--- src/design/psfca_ram.sv ---
// ----------------------------------------------------------------------------
// psfca_ram
// Single-port synchronous RAM, one write or read per cycle, registered read.
// ----------------------------------------------------------------------------
`default_nettype none

module psfca_ram #(
  parameter int WIDTH = 32,
  parameter int DEPTH = 64
) (
  input  wire logic                     clk,
  input  wire logic                     we,
  input  wire logic [$clog2(DEPTH)-1:0] addr,
  input  wire logic [WIDTH-1:0]         wdata,
  output logic      [WIDTH-1:0]         rdata
);

  logic [WIDTH-1:0] mem [DEPTH];

  always_ff @(posedge clk) begin
    if (we) begin
      mem[addr] <= wdata;
    end
    rdata <= mem[addr];
  end

endmodule

`default_nettype wire

--- config.mk ---
export PLATFORM = sky130hd
export DESIGN_NAME = psfca_ram
export DESIGN_NICKNAME = d
export VERILOG_FILES = /design/src/design/psfca_ram.sv
export SDC_FILE = /design/constraint.sdc
export NUM_CORES = 2
export LEC_CHECK = 0
export ABC_AREA = 1
export BUFFER_PORTS_ARGS = -buffer_cell sky130_fd_sc_hd__buf_2
export CAP_MARGIN = 20
export CORE_MARGIN = 3
export CORE_UTILIZATION = 35
export DETAILED_ROUTE_END_ITERATION = 16
export PLACE_DENSITY = 0.51
export SETUP_SLACK_MARGIN = 0.3
export SLEW_MARGIN = 5
export SYNTH_ARGS = -nofsm -noshare
export SYNTH_HDL_FRONTEND = slang
export SYNTH_SLANG_ARGS = --single-unit
--- constraint.sdc ---
create_clock -name clk -period 12.05 [get_ports clk]
set_input_delay 3.0125 -clock clk [delete_from_list [all_inputs] [get_ports clk]]
set_output_delay 3.0125 -clock clk [all_outputs]
set_load 0.1 [all_outputs]
==> impl_metrics.tcl <==
set metrics [dict create \
    ys.flop_type "edfxtp_1" \
    worst_slew_pin_slew_ns 1.145 \
    grt_overflow 0 \
    post-place-ws_ns 4.543 \
    cts_resized 0 \
    syn_inst 8440 \
    yosys.area.top_type "edfxtp_1" \
    setup_viol 0 \
    start_util_pct 35.37 \
    wl_per_cell_um 22.79 \
    drt_iter0_drc 5633 \
    start_kind "input pin" \
    die_h_um 503.1 \
    crit_path_max_fanout 189 \
    drc 0 \
    r2r_setup_slack_ns 9.88 \
    reg2reg_from "mem[26][10]" \
    antenna_found_initial 22 \
    finalHoldViolCount 0 \
    synth.avg_cell_area_um2 10.25 \
    dpl.hpwl_um 143600 \
    required_ns 12.86 \
    synth_edf_count 2048 \
    layout-drive-gt1-share_pct 7.041 \
    clock_skew_ns 0.03691 \
    finalSetupTns_ns 0 \
    ys_warn_count 0 \
    ys_top_cells_by_area "edfxtp_1 71%, nand2_1 25%, buf_2 1.4%" \
    post-route-util_pct 39.99 \
    core_area_um2 244600 \
    dr.pass1.iters 5 \
    grt_max_degree 203 \
    powerDensity_nw_per_um2 160.6 \
    routed-via-count 58210 \
    slew_violations 0 \
    p_leak_nw 40.30 \
    dieArea_um2 253200 \
    synth.top_cells.by_count "5728 x nand2_1, 2048 x edfxtp_1, 244 x buf_2" \
    maxCapViolCount 0 \
    critPathKind "input pin to flop" \
    chipWidth_um 503.1 \
    clockBufferDepth 3 \
    synth_cell_type_count 21 \
    vias_per_cell 4.905 \
    rsz0062_at_grt "false" \
    synth.most_common_cell "nand2_1" \
    clk_pin_slew_ns 0.06 \
    cts_made_buffers 223 \
    maxClockFrequency_mhz 148.0 \
    ant_nets 0 \
    setup_ws_ns 5.291 \
    maxSlewHeadroom_pct 23.65 \
    placedCellCount 11440 \
    num_rows 181 \
    hold_class "flop to flop" \
    crit_arrival_ns 7.57 \
    outcome "completed" \
    holdBufCountCts 0 \
    min_period_over_period_pct 56.09 \
    clkSinkCount 2080 \
    grt_usage_pct 21.12 \
    cts_tree "done" \
    startpoint "addr[0]" \
    synthesis.nets 8480 \
    async_reset_ff_share_pct 0 \
    synth.cell_area_um2 86500 \
    grt_pass1_vias 55940 \
    p_total_mw 15.71 \
    synth_top_area_share_pct 71.09 \
    clk_latency_ns 0.86 \
    wirelength_um 270500 \
    clockRootBuffer "clkbuf_16" \
    grt_pass1_wl_um 393100 \
    h-tree-depth 4 \
    ys_ff_latch 2080 \
    holdCritStartpoint "mem[18][30]" \
    area_growth_pct 13.08 \
    peakVddDrop_mv 0.1645 \
    layout.cells.non_filler 11870 \
    final_nets 8508 \
    layout_min_cycle_time_ns 6.759 \
    io_pins 72 \
    port_buffers 71 \
    post_cts_buffers 0 \
    routabilityCongestion 0.8122 \
    synth_seq_area_share_pct 71.84 \
    endpoint_kind "flop" \
]
==> kinds of logic (layout without fill, tap and decap cells) <==
kind of cell	after synthesis	count (layout)	share of synthesized area, %
AND/OR/NAND/NOR	5896	5896	25.68
flip-flops	2080	2080	71.84
buffers and inverters	452	675	2.397
AO/OA/AOI/OAI	12	12	0.08389
other	0	4	0
==> worst paths after layout <==
path                                  end  cells after the start
worst max register to register  rdata[10]                     10
worst min register to register  rdata[30]                      6
worst max-delay path            rdata[28]                     15
worst min-delay path            rdata[30]                      6
==> sequential cells by signal, summed over array words and instances, names as in the netlist <==
register and cells:
rdata 32, mem 2048
==> report_power, final <==
group / internal [mW] / switching, mW / leakage [nW]
clock network: 3.71 / 2.88 / 3.41
logic: 0.209 / 0.868 / 18.2
registers: 8.01 / 0.0318 / 18.7
==> placed cells by master, fill, tap and decap left out, types with 7 or more instances in the layout <==
| cell type | n |
|---|---|
| buf_2 | 68 |
| nand2_1 | 5728 |
| nor2_4 | 62 |
| clkbuf_1 | 63 |
| nand3_1 | 13 |
| nor2_1 | 75 |
| inv_2 | 11 |
| inv_1 | 16 |
| bufinv_16 | 10 |
| clkinv_1 | 63 |
| dfxtp_1 | 32 |
| clkbuf_8 | 10 |
| edfxtp_1 | 2048 |
| nor3_4 | 7 |
| buf_4 | 141 |
| clkbuf_16 | 225 |
| buf_12 | 12 |
| clkinv_2 | 32 |
==> routing by layer <==
layer | share of wire, % | vias to the layer above | GRT usage, % | wire length [µm]
li1 | - | 27360 | - | -
met1 | 44 | 28750 | 29.33 | 119200
met2 | 48 | 1733 | 34.79 | 128600
met3 | 6.0 | 360 | 3.081 | 16120
met4 | 2.4 | 6 | 5.368 | 6545
met5 | 0.015 | - | 0 | 40
==> worst max-delay path, cell delays in order <==
cell and delay (ns):
buf_8 0.30, buf_4 0.62, buf_12 0.71, buf_4 0.76, buf_4 0.81, nand2_1 0.10, nand2_1 0.10, nand2_1 0.05
nand2_1 0.10, nand2_1 0.06, nand2_1 0.10, nand2_1 0.05, nand2_1 0.21, nor2_1 0.08, nand2_1 0.07
==> through the flow <==
step                      hold slack, ns  cell area (µm²)
after floorplan                   0.6079            86500
after global placement            0.7826            90720
after detailed placement          0.7861            90790
after CTS                         0.8099            97790
after global routing              0.8709            97810
final                             0.7997            97820
==> area by class of cell <==
class / count / area (µm²)
clock buffers: 298 / 6005
well taps: 3202 / 4006
fillers: 23720 / 146800
inverters: 30 / 135.1
diodes: 4 / 10.01
clock inverters: 122 / 991.0
multi-input cells: 5908 / 22820
flip-flops and latches: 2080 / 62140
repair buffers: 225 / 1712
Note: power is estimated with default switching activity, not from simulation.
