--- config.mk ---
export PLATFORM = sky130hd
export DESIGN_NAME = psfca_div
export DESIGN_NICKNAME = d
export VERILOG_FILES = /design/src/design/psfca_pkg.sv /design/src/design/psfca_div.sv
export SDC_FILE = /design/constraint.sdc
export NUM_CORES = 1
export LEC_CHECK = 0
export ABC_AREA = 1
export BUFFER_PORTS_ARGS = -buffer_cell sky130_fd_sc_hd__buf_2
export CAP_MARGIN = 20
export CORE_UTILIZATION = 50
export CTS_CLUSTER_SIZE = 24
export DETAILED_ROUTE_END_ITERATION = 12
export PLACE_DENSITY = 0.75
export SLEW_MARGIN = 25
export SYNTH_ARGS = -nofsm -noshare
export SYNTH_HDL_FRONTEND = slang
export SYNTH_SLANG_ARGS = --single-unit
--- constraint.sdc ---
create_clock -name clk -period 3.35 [get_ports clk]
set_input_delay 0.67 -clock clk [delete_from_list [all_inputs] [get_ports clk]]
set_output_delay 0.67 -clock clk [all_outputs]
set_load 0.005 [all_outputs]
--- src/design/psfca_pkg.sv ---
// ----------------------------------------------------------------------------
// psfca_pkg
// Shared codes, constants and the sequencer state type of the point-spread
// containment-angle lookup.
// ----------------------------------------------------------------------------
`default_nettype none

package psfca_pkg;

  // command codes of an input transfer
  localparam logic [1:0] CMD_LOAD_ENERGY  = 2'd0;
  localparam logic [1:0] CMD_LOAD_ANGLE   = 2'd1;
  localparam logic [1:0] CMD_LOAD_DENSITY = 2'd2;
  localparam logic [1:0] CMD_QUERY        = 2'd3;

  // configuration register indexes
  localparam logic REG_ENERGY_COUNT = 1'b0;
  localparam logic REG_ANGLE_COUNT  = 1'b1;

  // fixed-point constants
  localparam logic [30:0]        PI_Q29      = 31'd1686629713;   // pi, Q2.29
  localparam logic signed [37:0] ONE_Q24     = 38'sd16777216;    // probability one
  localparam logic [23:0]        DEG180_Q16  = 24'd11796480;     // 180 degrees
  localparam logic signed [38:0] ACC_CAP     = 39'sd68719476736; // 2^36
  localparam logic [45:0]        TERM_CAP    = 46'd68719476736;  // 2^36
  localparam logic signed [65:0] ROW_CAP     = 66'sd268435456;   // 2^28
  localparam logic signed [65:0] DEG180_WIDE = 66'sd11796480;

  // divider
  localparam int QW = 64;   // dividend / quotient magnitude bits
  localparam int DW = 40;   // divisor bits

  typedef enum logic [4:0] {
    ST_IDLE,
    ST_E0_RD,
    ST_E0_CHK,
    ST_SRCH_RD,
    ST_SRCH_CMP,
    ST_EL_RD,
    ST_EU_RD,
    ST_EU_CAP,
    ST_ROW_INIT,
    ST_ROW_LOAD0,
    ST_CHK,
    ST_WALK_RD,
    ST_WALK_CAP,
    ST_MUL_PI,
    ST_MUL_LO,
    ST_MUL_HI,
    ST_TERM,
    ST_ACC,
    ST_ANG_LO_RD,
    ST_ANG_HI_RD,
    ST_ANG_HI_CAP,
    ST_ROW_EVAL,
    ST_ROW_MUL,
    ST_ROW_DSTART,
    ST_ROW_DWAIT,
    ST_E_EVAL,
    ST_E_MUL,
    ST_E_DSTART,
    ST_E_DWAIT,
    ST_FINAL
  } state_t;

endpackage

`default_nettype wire

--- src/design/psfca_div.sv ---
// ----------------------------------------------------------------------------
// psfca_div
// Signed restoring divider, one quotient bit per cycle, truncating toward
// zero. Operands are sampled on start; done pulses when the quotient is ready.
// ----------------------------------------------------------------------------
`default_nettype none

module psfca_div (
  input  wire logic                 clk,
  input  wire logic                 rst,
  input  wire logic                 start,
  input  wire logic signed [63:0]   dividend,
  input  wire logic signed [39:0]   divisor,
  output logic                      done,
  output logic signed [64:0]        quotient
);
  import psfca_pkg::*;

  localparam int CW = $clog2(QW);

  logic          run;
  logic [CW-1:0] cnt;
  logic [DW-1:0] rem;
  logic [QW-1:0] dq;
  logic [DW-1:0] dvs;
  logic          qneg;
  logic [QW:0]   a_ext;
  logic [DW:0]   b_ext;
  logic [DW:0]   trial;
  logic          ge;

  always_comb begin
    a_ext = dividend[63] ? -{dividend[63], dividend} : {dividend[63], dividend};
    b_ext = divisor[39] ? -{divisor[39], divisor} : {divisor[39], divisor};
    trial = {rem, dq[QW-1]};
    ge    = (trial >= {1'b0, dvs});
  end

  always_ff @(posedge clk) begin
    if (rst) begin
      run  <= 1'b0;
      done <= 1'b0;
    end else begin
      done <= run && (cnt == CW'(QW - 1));
      if (start) begin
        run <= 1'b1;
      end else if (run && (cnt == CW'(QW - 1))) begin
        run <= 1'b0;
      end
    end
    if (start) begin
      dq   <= a_ext[QW-1:0];
      dvs  <= b_ext[DW-1:0];
      rem  <= '0;
      cnt  <= '0;
      qneg <= dividend[63] ^ divisor[39];
    end else if (run) begin
      rem <= ge ? DW'(trial - {1'b0, dvs}) : trial[DW-1:0];
      dq  <= {dq[QW-2:0], ge};
      cnt <= cnt + CW'(1);
    end
  end

  assign quotient = qneg ? -$signed({1'b0, dq}) : $signed({1'b0, dq});

endmodule

`default_nettype wire

==> metrics.txt, run 1 <==
# TYPE chip_impl_metric gauge
chip_impl_info{name="post_synth_main_area_contributors",value="sky130_fd_sc_hd__edfxtp_1 21%, sky130_fd_sc_hd__nand2_1 20%, sky130_fd_sc_hd__inv_1 9.3%"} 1
chip_impl_metric{name="syn_to_final_growth",unit="%"} 13.5
chip_impl_metric{name="tightestPinTransition",unit="ns"} 0.716
chip_impl_metric{name="grt_pass1_wl",unit="um"} 83000
chip_impl_info{name="tritoncts",value="built"} 1
chip_impl_metric{name="grt_max_degree",unit=""} 92
chip_impl_metric{name="multi_input_gate_area",unit="sq mm"} 0.00936
chip_impl_info{name="synth.most_common_cell",value="sky130_fd_sc_hd__nand2_1"} 1
chip_impl_info{name="worst_hold_path_type",value="in -> reg"} 1
chip_impl_metric{name="route.vias.total",unit=""} 16199
chip_impl_metric{name="synth_top_area_share",unit=""} 0.209
chip_impl_metric{name="final_net_count",unit=""} 2748
chip_impl_info{name="synth_common_cells",value="792 x sky130_fd_sc_hd__nand2_1, 372 x sky130_fd_sc_hd__inv_1, 279 x sky130_fd_sc_hd__nor2_1"} 1
chip_impl_info{name="synth_top_area_cell",value="sky130_fd_sc_hd__edfxtp_1"} 1
chip_impl_metric{name="synthXorXnorAreaFrac",unit=""} 0.0831
chip_impl_metric{name="track_usage",unit=""} 0.351
chip_impl_metric{name="globalRoute.totalOverflow",unit=""} 0
chip_impl_metric{name="synth_fa_ha_area_frac",unit=""} 0.0379
chip_impl_info{name="status",value="finished, final reports clean"} 1
chip_impl_metric{name="finalClockSkew",unit="ns"} 0.0164
chip_impl_metric{name="clock_tree.buffer_depth",unit=""} 2
chip_impl_metric{name="setup_viol_count_final",unit=""} 0
chip_impl_metric{name="clkSlewWorstSetupHoldPaths",unit="ns"} 0.06
chip_impl_metric{name="vdd.ir_drop.worst",unit="mV"} 0.298
chip_impl_metric{name="muxShareOfSynthArea",unit=""} 0
chip_impl_metric{name="mappedNetlistArea",unit="sq mm"} 0.0151
chip_impl_metric{name="synthCells",unit=""} 2433
chip_impl_metric{name="routabilityCongestion",unit=""} 1.00
chip_impl_metric{name="timing_hold_violations_final",unit=""} 0
chip_impl_metric{name="synth_seq_cells",unit=""} 153
chip_impl_metric{name="post_drt_via_cell_ratio",unit=""} 5.40
chip_impl_metric{name="synth_seq_area_share",unit=""} 0.273
chip_impl_info{name="rsz0062_at_grt",value="true"} 1
chip_impl_metric{name="grt_antenna_before_repair",unit=""} 1
chip_impl_metric{name="min_period",unit="ns"} 3.32
chip_impl_metric{name="cts_htree_levels",unit=""} 4
chip_impl_metric{name="finalCritPeriodShare",unit=""} 0.992
chip_impl_metric{name="worstPathMaxFanout",unit=""} 4
chip_impl_metric{name="cap_violations",unit=""} 0
chip_impl_metric{name="worst_skew_pair.late_latency",unit="ns"} 0.44
chip_impl_metric{name="cts_num_sinks",unit=""} 153
chip_impl_metric{name="placedCellCount",unit=""} 2955
chip_impl_metric{name="synth.net_count",unit=""} 2585
chip_impl_metric{name="synth_compound_gate_area_share",unit=""} 0.0704
chip_impl_metric{name="worst_ep_required_time",unit="ns"} 2.68
chip_impl_metric{name="number_of_global_route_vias_before_repair",unit=""} 15802
chip_impl_metric{name="die-height",unit="um"} 176
chip_impl_metric{name="detailedRoute.firstIterationViolations",unit=""} 1204
chip_impl_metric{name="postSynth.asyncResetShare",unit=""} 0
chip_impl_metric{name="half_perimeter_wire_length_after_detailed_placement",unit="um"} 42700
chip_impl_metric{name="cell_area_power_density",unit="mW/mm^2"} 342
chip_impl_metric{name="synthSimpleGateAreaFrac",unit=""} 0.422
chip_impl_metric{name="numCtsBuffers",unit=""} 17
chip_impl_metric{name="synth_enable_flop_cells",unit=""} 105
chip_impl_metric{name="synth.yosys.warnings",unit=""} 0
chip_impl_metric{name="drt_pre_antenna_iters",unit=""} 5
chip_impl_metric{name="coreArea",unit="sq mm"} 0.0296
chip_impl_info{name="worst_setup_path_start_kind",value="register"} 1
chip_impl_metric{name="ys_types",unit=""} 54
chip_impl_info{name="critical_path_class",value="reg -> out"} 1
chip_impl_metric{name="die_x",unit="um"} 176
chip_impl_info{name="timing.critical_path.to_type",value="output port"} 1
chip_impl_metric{name="design.die.area",unit="sq mm"} 0.0308
chip_impl_metric{name="effective_utilization_at_floorplan",unit=""} 0.508
chip_impl_metric{name="drtAntennaViolNets",unit=""} 0
chip_impl_info{name="most_used_dff_post_synth",value="sky130_fd_sc_hd__edfxtp_1"} 1
chip_impl_metric{name="routed_wl",unit="um"} 53500
chip_impl_metric{name="maxClockFrequency",unit="GHz"} 0.301
chip_impl_metric{name="ios",unit=""} 173
chip_impl_metric{name="layout.cells.non_filler",unit=""} 3002
chip_impl_metric{name="final_core_utilization",unit=""} 0.577
chip_impl_metric{name="drive_above_1_share",unit=""} 0.129
chip_impl_metric{name="ff_latch_area",unit="sq mm"} 0.00411
chip_impl_metric{name="timing.slew.headroom",unit=""} 0.523
chip_impl_metric{name="slew_violations",unit=""} 0
chip_impl_metric{name="routed_wire_length_per_instance",unit="um"} 17.8
chip_impl_metric{name="route.detailed.drc",unit=""} 0
chip_impl_metric{name="rows",unit=""} 63
chip_impl_info{name="synth_top_family_by_area",value="simple AND/OR/NAND/NOR gates"} 1
chip_impl_info{name="cts.root.buffer_cell",value="sky130_fd_sc_hd__clkbuf_16"} 1
chip_impl_metric{name="p_leak",unit="uW"} 0.00845
chip_impl_metric{name="worstPathArrival",unit="ns"} 2.65
chip_impl_metric{name="n_fill_cell",unit=""} 3039
chip_impl_metric{name="synthesis.area_per_instance",unit="sq um"} 6.19
chip_impl_metric{name="place.port_buffers",unit=""} 172
-- critical path, cell delays in order (launching register included) --
cell and delay, ns:
sky130_fd_sc_hd__edfxtp_1 0.41, sky130_fd_sc_hd__inv_2 0.11, sky130_fd_sc_hd__ha_4 0.15, sky130_fd_sc_hd__inv_4 0.04, sky130_fd_sc_hd__nor3_4 0.21, sky130_fd_sc_hd__nand2_2 0.12
sky130_fd_sc_hd__nor2_4 0.13, sky130_fd_sc_hd__nand2_2 0.08, sky130_fd_sc_hd__nor2_2 0.13, sky130_fd_sc_hd__nand2_2 0.12, sky130_fd_sc_hd__nand2_1 0.11, sky130_fd_sc_hd__o21ai_1 0.09
sky130_fd_sc_hd__xor2_1 0.34, sky130_fd_sc_hd__buf_2 0.19
-- metrics by stage --
step | instance area, sq um | hold slack [ns] | TNS [ns] | setup WS, ns | total power (uW)
2_1_floorplan | 15100 | 0.434 | 0 | 0.789 | 3240
3_3_place_gp | 16300 | 0.459 | 0 | 0.372 | 3850
3_5_place_dp | 16300 | 0.458 | 0 | 0.362 | 3860
4_1_cts | 16900 | 0.408 | 0 | 0.00980 | 5800
5_1_grt | 17100 | 0.418 | -0.174 | -0.0480 | 6110
6_report | 17100 | 0.420 | 0 | 0.0260 | 5840
-- final cells by class --
| type | instances | area share |
|---|---|---|
| Sequential cell | 153 | 0.240 |
| Clock buffer | 20 | 0.0255 |
| Antenna cell | 3 | 0.000439 |
| Tap cell | 390 | 0.0285 |
| Multi-Input combinational cell | 1843 | 0.547 |
| Inverter | 378 | 0.0831 |
| Timing Repair Buffer | 203 | 0.0663 |
| Clock inverter | 12 | 0.00827 |
-- logic make-up (layout without fill, tap and decap cells) --
family | after synthesis | count (layout)
simple gates | 1465 | 1465
xor+xnor | 143 | 143
compound gates | 190 | 190
other cells | 0 | 3
flops | 153 | 153
fa+ha+maj | 45 | 45
buf+inv | 437 | 613
-- sequential cells by signal, summed over array words and instances (netlist names) --
| signal | cells |
|---|---|
| cnt | 6 |
| done | 1 |
| dq | 64 |
| dvs | 40 |
| qneg | 1 |
| rem | 40 |
| run | 1 |
-- power by group --
group | internal, uW | total (uW) | switching, uW
sequential | 2210 | 2330 | 126
clock | 1110 | 1940 | 835
combinational | 544 | 1570 | 1030
total | 3860 | 5840 | 1990
-- cells in the final DEF, fill, tap and decap left out, types with 3 or more instances in the layout --
cell type / synthesis / routed
sky130_fd_sc_hd__o21ai_1: 26 / 28
sky130_fd_sc_hd__or2_2: 7 / 7
sky130_fd_sc_hd__o211ai_1: 4 / 4
sky130_fd_sc_hd__nand3_1: 201 / 199
sky130_fd_sc_hd__o21ai_2: 4 / 5
sky130_fd_sc_hd__nor3_2: 4 / 7
sky130_fd_sc_hd__xnor2_1: 44 / 44
sky130_fd_sc_hd__clkinv_4: 0 / 4
sky130_fd_sc_hd__nand3_2: 10 / 12
sky130_fd_sc_hd__inv_6: 0 / 3
sky130_fd_sc_hd__nor3b_1: 4 / 3
sky130_fd_sc_hd__buf_4: 1 / 29
sky130_fd_sc_hd__nor2_2: 21 / 26
sky130_fd_sc_hd__nor4_1: 8 / 8
sky130_fd_sc_hd__o31ai_1: 6 / 6
sky130_fd_sc_hd__dfxtp_1: 48 / 48
sky130_fd_sc_hd__nand2_1: 792 / 789
sky130_fd_sc_hd__ha_1: 44 / 43
sky130_fd_sc_hd__nor2_1: 279 / 271
sky130_fd_sc_hd__xor2_1: 99 / 98
sky130_fd_sc_hd__inv_1: 372 / 366
sky130_fd_sc_hd__nand3b_1: 28 / 28
sky130_fd_sc_hd__nor2_4: 8 / 11
sky130_fd_sc_hd__a21oi_1: 40 / 40
sky130_fd_sc_hd__inv_2: 4 / 9
sky130_fd_sc_hd__diode_2: 0 / 3
sky130_fd_sc_hd__and2_1: 3 / 3
sky130_fd_sc_hd__clkbuf_16: 0 / 17
sky130_fd_sc_hd__a31oi_1: 7 / 7
sky130_fd_sc_hd__buf_12: 0 / 3
sky130_fd_sc_hd__edfxtp_1: 105 / 105
sky130_fd_sc_hd__o21ai_0: 89 / 86
sky130_fd_sc_hd__nor3_1: 34 / 30
sky130_fd_sc_hd__nand2_2: 9 / 12
sky130_fd_sc_hd__nand4_1: 50 / 50
sky130_fd_sc_hd__clkbuf_1: 29 / 3
sky130_fd_sc_hd__buf_2: 16 / 171
-- layer usage --
metal	GRT usage	vias up	routed length, um
li1	-	8022	-
met1	0.390	7403	20500
met2	0.632	608	26400
met3	0.0580	166	3350
met4	0.200	0	3270
met5	0	-	0
-- what timing repair did --
action                     4_1_cts  5_1_grt
resized for setup                7       27
cloned                           0        0
hold buffers                     0        0
setup buffers                    4        8
setup endpoints to repair        6       19
pin swaps                        4        8
-- path summary, 6_finish.rpt --
| kind | from | slack, ns | depth (start not counted) | end |
|---|---|---|---|---|
| worst min register to register | rem[25] | 0.47 | 2 | rem[25] |
| worst max register to register | dvs[12] | 0.69 | 14 | rem[15] |
| worst min-delay path | rst | 0.42 | 2 | done |
| worst max-delay path | dq[1] | 0.03 | 13 | quotient[28] |
(Power assumes the default switching activity.)
==> run 2, diff against run 1 <==
- CELL_PAD_IN_SITES_DETAIL_PLACEMENT: unset -> 0
- CELL_PAD_IN_SITES_GLOBAL_PLACEMENT: unset -> 1
- CORE_UTILIZATION: 50 -> 38
- PLACE_DENSITY: 0.75 -> 0.81
- REMOVE_ABC_BUFFERS: unset -> 1
==> metrics.txt, run 2 (synthesis gave the netlist of run 1 again) <==
# TYPE chip_impl_metric gauge
chip_impl_info{name="status",value="finished, final reports clean"} 1
chip_impl_metric{name="worst_hold_path_cell_count",unit=""} 2
chip_impl_metric{name="grt_pass1_wl",unit="um"} 83500
chip_impl_metric{name="p_leak",unit="uW"} 0.00843
chip_impl_metric{name="design.die.area",unit="sq mm"} 0.0405
chip_impl_info{name="crit_start",value="dq[0]"} 1
chip_impl_metric{name="clock_tree.buffer_depth",unit=""} 2
chip_impl_metric{name="preCtsSetupSlack",unit="ns"} 0.400
chip_impl_metric{name="worstPathArrival",unit="ns"} 2.62
chip_impl_metric{name="number_of_global_route_vias_before_repair",unit=""} 15383
chip_impl_metric{name="effective_utilization_at_floorplan",unit=""} 0.387
chip_impl_metric{name="route.vias.total",unit=""} 15787
chip_impl_metric{name="timing.slew.headroom",unit=""} 0.491
chip_impl_info{name="max_flop_register",value="dq"} 1
chip_impl_metric{name="numCtsBuffers",unit=""} 17
chip_impl_metric{name="rr_worst_depth",unit=""} 13
chip_impl_metric{name="worst_ep_required_time",unit="ns"} 2.68
chip_impl_metric{name="power_frac_clock",unit=""} 0.330
chip_impl_metric{name="place.port_buffers",unit=""} 172
chip_impl_metric{name="routed_wire_length_per_instance",unit="um"} 17.3
chip_impl_metric{name="coreArea",unit="sq mm"} 0.0389
chip_impl_metric{name="final_core_utilization",unit=""} 0.443
chip_impl_metric{name="die_x",unit="um"} 201
chip_impl_info{name="cts.root.buffer_cell",value="sky130_fd_sc_hd__clkbuf_16"} 1
chip_impl_info{name="final_common_cell",value="sky130_fd_sc_hd__nand2_1"} 1
chip_impl_metric{name="final_critical_path_setup_slack",unit="ns"} 0.0553
chip_impl_info{name="critical_path_class",value="reg -> out"} 1
chip_impl_metric{name="grt_antenna_before_repair",unit=""} 0
chip_impl_metric{name="track_usage",unit=""} 0.266
chip_impl_metric{name="rows",unit=""} 72
chip_impl_info{name="reg.largest.list",value="dq x64, dvs x40, rem x40"} 1
chip_impl_metric{name="maxClockFrequency",unit="GHz"} 0.304
chip_impl_metric{name="slew_violations",unit=""} 0
chip_impl_metric{name="grt_max_degree",unit=""} 71
chip_impl_metric{name="power.share.sequential",unit=""} 0.400
chip_impl_metric{name="finalClockSkew",unit="ns"} 0.0158
chip_impl_metric{name="timing_hold_violations_final",unit=""} 0
chip_impl_metric{name="power_switching",unit="uW"} 2010
chip_impl_metric{name="tightestPinTransition",unit="ns"} 0.764
chip_impl_metric{name="drt_pre_antenna_iters",unit=""} 5
chip_impl_metric{name="post_drt_via_cell_ratio",unit=""} 5.05
chip_impl_metric{name="drive_above_1_share",unit=""} 0.131
chip_impl_metric{name="syn_to_final_growth",unit="%"} 14.5
chip_impl_metric{name="globalRoute.totalOverflow",unit=""} 0
chip_impl_metric{name="die-height",unit="um"} 201
chip_impl_metric{name="cap_violations",unit=""} 0
chip_impl_metric{name="ios",unit=""} 173
chip_impl_info{name="worst_hold_path_type",value="in -> reg"} 1
chip_impl_metric{name="drtAntennaViolNets",unit=""} 0
chip_impl_metric{name="final_net_count",unit=""} 2749
chip_impl_metric{name="power_report.internal_total",unit="uW"} 3820
chip_impl_info{name="worst_setup_path_start_kind",value="register"} 1
chip_impl_metric{name="min_period",unit="ns"} 3.29
chip_impl_metric{name="routabilityCongestion",unit=""} 0.962
chip_impl_info{name="r2r_start",value="dvs[12]"} 1
chip_impl_info{name="worstHoldStart",value="rst"} 1
chip_impl_metric{name="antenna-diode-count",unit=""} 0
chip_impl_metric{name="finalCritPeriodShare",unit=""} 0.983
chip_impl_info{name="most-common-layout-cells",value="789 x sky130_fd_sc_hd__nand2_1, 366 x sky130_fd_sc_hd__inv_1, 269 x sky130_fd_sc_hd__nor2_1"} 1
chip_impl_metric{name="clkSlewWorstSetupHoldPaths",unit="ns"} 0.07
chip_impl_metric{name="cell_area_power_density",unit="mW/mm^2"} 338
chip_impl_info{name="timing.critical_path.to_type",value="output port"} 1
chip_impl_metric{name="vdd.ir_drop.worst",unit="mV"} 0.355
chip_impl_metric{name="worst_skew_pair.late_latency",unit="ns"} 0.44
chip_impl_metric{name="routed_wl",unit="um"} 54200
chip_impl_metric{name="cts.hold.buffers_added",unit=""} 0
chip_impl_metric{name="route.detailed.drc",unit=""} 0
chip_impl_metric{name="number_of_flip_flops_under_the_largest_register_name",unit=""} 64
chip_impl_metric{name="netSwitchingFraction",unit=""} 0.345
chip_impl_info{name="rsz0062_at_grt",value="true"} 1
chip_impl_info{name="tritoncts",value="built"} 1
chip_impl_metric{name="cts_htree_levels",unit=""} 4
chip_impl_metric{name="setup_viol_count_final",unit=""} 0
chip_impl_metric{name="detailedRoute.firstIterationViolations",unit=""} 1057
chip_impl_metric{name="comb_power_share",unit=""} 0.270
chip_impl_metric{name="rrSetupSlack",unit="ns"} 0.73
chip_impl_metric{name="cts_num_sinks",unit=""} 153
chip_impl_metric{name="worstPathMaxFanout",unit=""} 5
chip_impl_metric{name="half_perimeter_wire_length_after_detailed_placement",unit="um"} 44400
-- run 2: changes by cell type in the layout (fill, tap and decap cells not counted), sizes merged --
cell      previous run  this run
buf                203       204
bufinv               2         0
clkbuf              20        22
clkinvlp             2         1
diode                3         0
inv                379       380
-- run 2: path summary, 6_finish.rpt --
kind / end
setup / recovery: quotient[52]
hold / removal: done
setup reg to reg: rem[35]
hold reg to reg: rem[20]
-- run 2: area by class of cell --
cell class,instances,area [sq um]
Fill cell,4265,21700
Tap cell,518,648
Clock buffer,22,497
Clock inverter,10,78.8
Inverter,378,1420
Timing Repair Buffer,204,1120
Multi-Input combinational cell,1843,9370
Sequential cell,153,4110
-- run 2: metal layers --
metal,global-route usage,routed length [um]
met5,0,0
met4,0.135,2810
met3,0.0277,2210
met2,0.470,26600
met1,0.319,22600
-- run 2: critical path, cell delays in order, from the launching register on --
cell,delay [ns]
sky130_fd_sc_hd__edfxtp_1,0.42
sky130_fd_sc_hd__inv_2,0.10
sky130_fd_sc_hd__ha_4,0.15
sky130_fd_sc_hd__inv_4,0.04
sky130_fd_sc_hd__nor3_4,0.24
sky130_fd_sc_hd__nand2_2,0.13
sky130_fd_sc_hd__nor2_4,0.15
sky130_fd_sc_hd__nand2_2,0.07
sky130_fd_sc_hd__nor2_2,0.09
sky130_fd_sc_hd__nand2_2,0.09
sky130_fd_sc_hd__o21ai_4,0.23
sky130_fd_sc_hd__nand2_2,0.12
sky130_fd_sc_hd__xor2_2,0.21
sky130_fd_sc_hd__buf_2,0.14
-- run 2: power groups by stage --
stage               clock network (uW)  registers [uW]  logic [uW]
finish                            1920            2330        1570
global route                      2040            2350        1730
CTS                               1950            2320        1540
detailed placement                   0            2360        1520
global placement                     0            2360        1520
floorplan                            0            2340         860
-- run 2: timing repair --
| action | 4_1_cts | 5_1_grt |
|---|---|---|
| endpoints found under the hold margin | 0 | 0 |
| endpoints found under the setup margin | 7 | 24 |
| cloned | 0 | 0 |
| buffers inserted | 1 | 12 |
| pin swaps | 1 | 11 |
| resized for setup | 5 | 33 |
-- run 2: per-stage QoR --
| step | area, sq um | hold slack [ns] | total power, uW | setup TNS, ns | instances |
|---|---|---|---|---|---|
| 6_report | 17200 | 0.404 | 5830 | 0 | 3128 |
| 5_1_grt | 17200 | 0.400 | 6120 | -0.162 | 3128 |
| 4_1_cts | 17000 | 0.394 | 5810 | -0.0104 | 3116 |
| 3_5_place_dp | 16400 | 0.463 | 3890 | 0 | 3083 |
| 3_3_place_gp | 16400 | 0.459 | 3880 | 0 | 3083 |
| 2_1_floorplan | 14800 | 0.434 | 3200 | 0 | 2374 |
==> run 3, diff against run 2 <==
==> constraint.sdc (replaced) <==
create_clock -name clk -period 3.35 [get_ports clk]
set_input_delay 0.1675 -clock clk [delete_from_list [all_inputs] [get_ports clk]]
set_output_delay 0.1675 -clock clk [all_outputs]
set_load 0.005 [all_outputs]
==> metrics.txt, run 3 (synthesis gave the netlist of run 1 again) <==
# TYPE chip_impl_metric gauge
chip_impl_info{name="status",value="finished, final reports clean"} 1
chip_impl_metric{name="final_core_utilization",unit=""} 0.439
chip_impl_metric{name="numCtsBuffers",unit=""} 17
chip_impl_metric{name="grt_max_degree",unit=""} 83
chip_impl_metric{name="worstPathMaxFanout",unit=""} 5
chip_impl_metric{name="clkSlewWorstSetupHoldPaths",unit="ns"} 0.07
chip_impl_metric{name="worst_hold_path_cell_count",unit=""} 3
chip_impl_metric{name="multi_input_gate_area",unit="sq mm"} 0.00926
chip_impl_info{name="worst_hold_path_type",value="in -> reg"} 1
chip_impl_metric{name="rrSetupSlack",unit="ns"} 0.44
chip_impl_metric{name="cts_num_sinks",unit=""} 153
chip_impl_info{name="cts.root.buffer_cell",value="sky130_fd_sc_hd__clkbuf_16"} 1
chip_impl_metric{name="n_fill_cell",unit=""} 4327
chip_impl_metric{name="routed_wire_length_on_met2",unit="um"} 27000
chip_impl_metric{name="syn_to_final_growth",unit="%"} 13.3
chip_impl_metric{name="track_usage",unit=""} 0.274
chip_impl_metric{name="rr_worst_depth",unit=""} 10
chip_impl_info{name="holdPathEnd",value="dvs[31]"} 1
chip_impl_metric{name="min_period",unit="ns"} 3.11
chip_impl_metric{name="layout.cells.non_filler",unit=""} 3114
chip_impl_metric{name="worst_skew_pair.late_latency",unit="ns"} 0.46
chip_impl_metric{name="detailedRoute.firstIterationViolations",unit=""} 1115
chip_impl_metric{name="number_of_flip_flops_under_the_largest_register_name",unit=""} 64
chip_impl_metric{name="design.die.area",unit="sq mm"} 0.0405
chip_impl_metric{name="met3_length",unit="um"} 2380
chip_impl_metric{name="setup_viol_count_final",unit=""} 0
chip_impl_metric{name="effective_utilization_at_floorplan",unit=""} 0.387
chip_impl_info{name="max_flop_register",value="dq"} 1
chip_impl_metric{name="postCtsSetupRepairBufs",unit=""} 0
chip_impl_info{name="most-common-layout-cells",value="792 x sky130_fd_sc_hd__nand2_1, 370 x sky130_fd_sc_hd__inv_1, 278 x sky130_fd_sc_hd__nor2_1"} 1
chip_impl_metric{name="number_of_global_route_vias_before_repair",unit=""} 15584
chip_impl_metric{name="routed_wl",unit="um"} 55100
chip_impl_metric{name="routed_wire_length_per_instance",unit="um"} 17.7
chip_impl_info{name="timing.critical_path.to_type",value="output port"} 1
chip_impl_metric{name="grt_pass1_wl",unit="um"} 85500
chip_impl_metric{name="cts_htree_levels",unit=""} 4
chip_impl_metric{name="finalCritPeriodShare",unit=""} 0.929
chip_impl_info{name="maxUsedRoutingLayer",value="met4"} 1
chip_impl_metric{name="slew_violations",unit=""} 0
chip_impl_info{name="final_common_cell",value="sky130_fd_sc_hd__nand2_1"} 1
chip_impl_metric{name="half_perimeter_wire_length_after_detailed_placement",unit="um"} 44800
chip_impl_info{name="worstHoldStart",value="divisor[31]"} 1
chip_impl_metric{name="vdd.ir_drop.worst",unit="mV"} 0.379
chip_impl_metric{name="placedCellCount",unit=""} 3080
chip_impl_info{name="tritoncts",value="built"} 1
chip_impl_metric{name="die-height",unit="um"} 201
chip_impl_metric{name="maxClockFrequency",unit="GHz"} 0.321
chip_impl_metric{name="globalRoute.totalOverflow",unit=""} 0
chip_impl_metric{name="cap_violations",unit=""} 0
chip_impl_metric{name="detailed_route_wire_length_on_metal_1",unit="um"} 23100
chip_impl_metric{name="antenna-diode-count",unit=""} 0
chip_impl_metric{name="finalClockSkew",unit="ns"} 0.0113
chip_impl_metric{name="ff_latch_area",unit="sq mm"} 0.00411
chip_impl_metric{name="grt_antenna_before_repair",unit=""} 0
chip_impl_metric{name="coreArea",unit="sq mm"} 0.0389
chip_impl_metric{name="route.detailed.drc",unit=""} 0
chip_impl_metric{name="post_drt_via_cell_ratio",unit=""} 5.06
chip_impl_metric{name="drt_pre_antenna_iters",unit=""} 8
chip_impl_metric{name="rows",unit=""} 72
chip_impl_info{name="r2r_start",value="dvs[34]"} 1
chip_impl_metric{name="tightestPinTransition",unit="ns"} 0.941
chip_impl_info{name="rsz0062_at_grt",value="false"} 1
chip_impl_metric{name="routabilityCongestion",unit=""} 0.972
chip_impl_metric{name="place.port_buffers",unit=""} 172
chip_impl_metric{name="route.vias.total",unit=""} 15764
chip_impl_metric{name="worst_ep_required_time",unit="ns"} 3.18
chip_impl_metric{name="ios",unit=""} 173
chip_impl_metric{name="timing_hold_violations_final",unit=""} 0
chip_impl_metric{name="cell_area_power_density",unit="mW/mm^2"} 347
chip_impl_metric{name="drive_above_1_share",unit=""} 0.115
chip_impl_info{name="critical_path_class",value="reg -> out"} 1
chip_impl_metric{name="drtAntennaViolNets",unit=""} 0
chip_impl_metric{name="worstPathArrival",unit="ns"} 2.94
chip_impl_info{name="reg.largest.list",value="dq x64, dvs x40, rem x40"} 1
chip_impl_metric{name="p_leak",unit="uW"} 0.00837
chip_impl_info{name="worstReg2RegEnd",value="dq[0]"} 1
chip_impl_metric{name="final_net_count",unit=""} 2735
chip_impl_metric{name="clock_tree.buffer_depth",unit=""} 2
chip_impl_metric{name="die_x",unit="um"} 201
chip_impl_metric{name="fin_hold_ws",unit="ns"} 0.0551
chip_impl_info{name="worst_setup_path_start_kind",value="register"} 1
chip_impl_metric{name="totalNegativeSetupSlack",unit="ns"} 0
chip_impl_metric{name="timing.slew.headroom",unit=""} 0.372
==> run 3: cell types whose count changed in the layout (fill, tap and decap cells not counted), moves of 4 or more <==
cell / before / now
sky130_fd_sc_hd__inv_1: 366 / 370
sky130_fd_sc_hd__nor2_2: 28 / 22
sky130_fd_sc_hd__nor2_1: 269 / 278
sky130_fd_sc_hd__buf_4: 31 / 15
sky130_fd_sc_hd__o21ai_0: 85 / 89
==> run 3: repair_timing <==
item	CTS	global route
endpoints found under the hold margin	3	0
resized for setup	0	1
hold buffers	2	0
endpoints found under the setup margin	0	1
==> run 3: routing by layer <==
metal	vias up	GRT usage
met4	0	0.135
li1	7997	-
met3	103	0.0301
met2	447	0.483
met1	7217	0.331
met5	-	0
==> run 3: how the worst max path moves through the flow <==
stage | start | to | slack, ns | cells past startpoint
floorplan | run | dq[0] | 0.34 | 2
global route | dq[0] | quotient[58] | 0.01 | 13
CTS | dq[0] | quotient[58] | 0.19 | 13
detailed placement | dvs[34] | dq[0] | 0.46 | 10
global placement | dvs[36] | dq[0] | 0.05 | 10
finish | dq[0] | quotient[58] | 0.24 | 13
==> run 3: worst max-delay path: stages (launching register included) <==
cell                       delay (ns)
sky130_fd_sc_hd__edfxtp_1        0.44
sky130_fd_sc_hd__inv_1           0.16
sky130_fd_sc_hd__ha_1            0.20
sky130_fd_sc_hd__inv_1           0.13
sky130_fd_sc_hd__nor3_4          0.24
sky130_fd_sc_hd__nand2_2         0.17
sky130_fd_sc_hd__nor2_4          0.15
sky130_fd_sc_hd__inv_1           0.07
sky130_fd_sc_hd__nor2_1          0.23
sky130_fd_sc_hd__nand2_1         0.19
sky130_fd_sc_hd__xor2_1          0.17
sky130_fd_sc_hd__nand2_1         0.05
sky130_fd_sc_hd__o21ai_0         0.11
sky130_fd_sc_hd__buf_2           0.17
==> run 3: area by class of cell <==
cell class / instances / area share
clock buffers: 21 / 0.0276
clock inverters: 11 / 0.00799
inverters: 378 / 0.0831
multi-input cells: 1843 / 0.542
flip-flops and latches: 153 / 0.241
well taps: 518 / 0.0380
repair buffers: 190 / 0.0602
==> run 3: report_power, final <==
part / switching [uW] / internal [uW] / total (uW)
clock: 888 / 1180 / 2060
sequential: 120 / 2210 / 2330
combinational: 1010 / 515 / 1530
==> run 3: metrics by stage <==
| step | instance area [sq um] | power (uW) | setup slack [ns] |
|---|---|---|---|
| after floorplan | 14800 | 3200 | 0.341 |
| after global routing | 17100 | 6200 | 0.0149 |
| after CTS | 17100 | 5950 | 0.189 |
| after global placement | 16400 | 3870 | 0.0513 |
| final | 17100 | 5920 | 0.239 |
| after detailed placement | 16400 | 3880 | 0.464 |
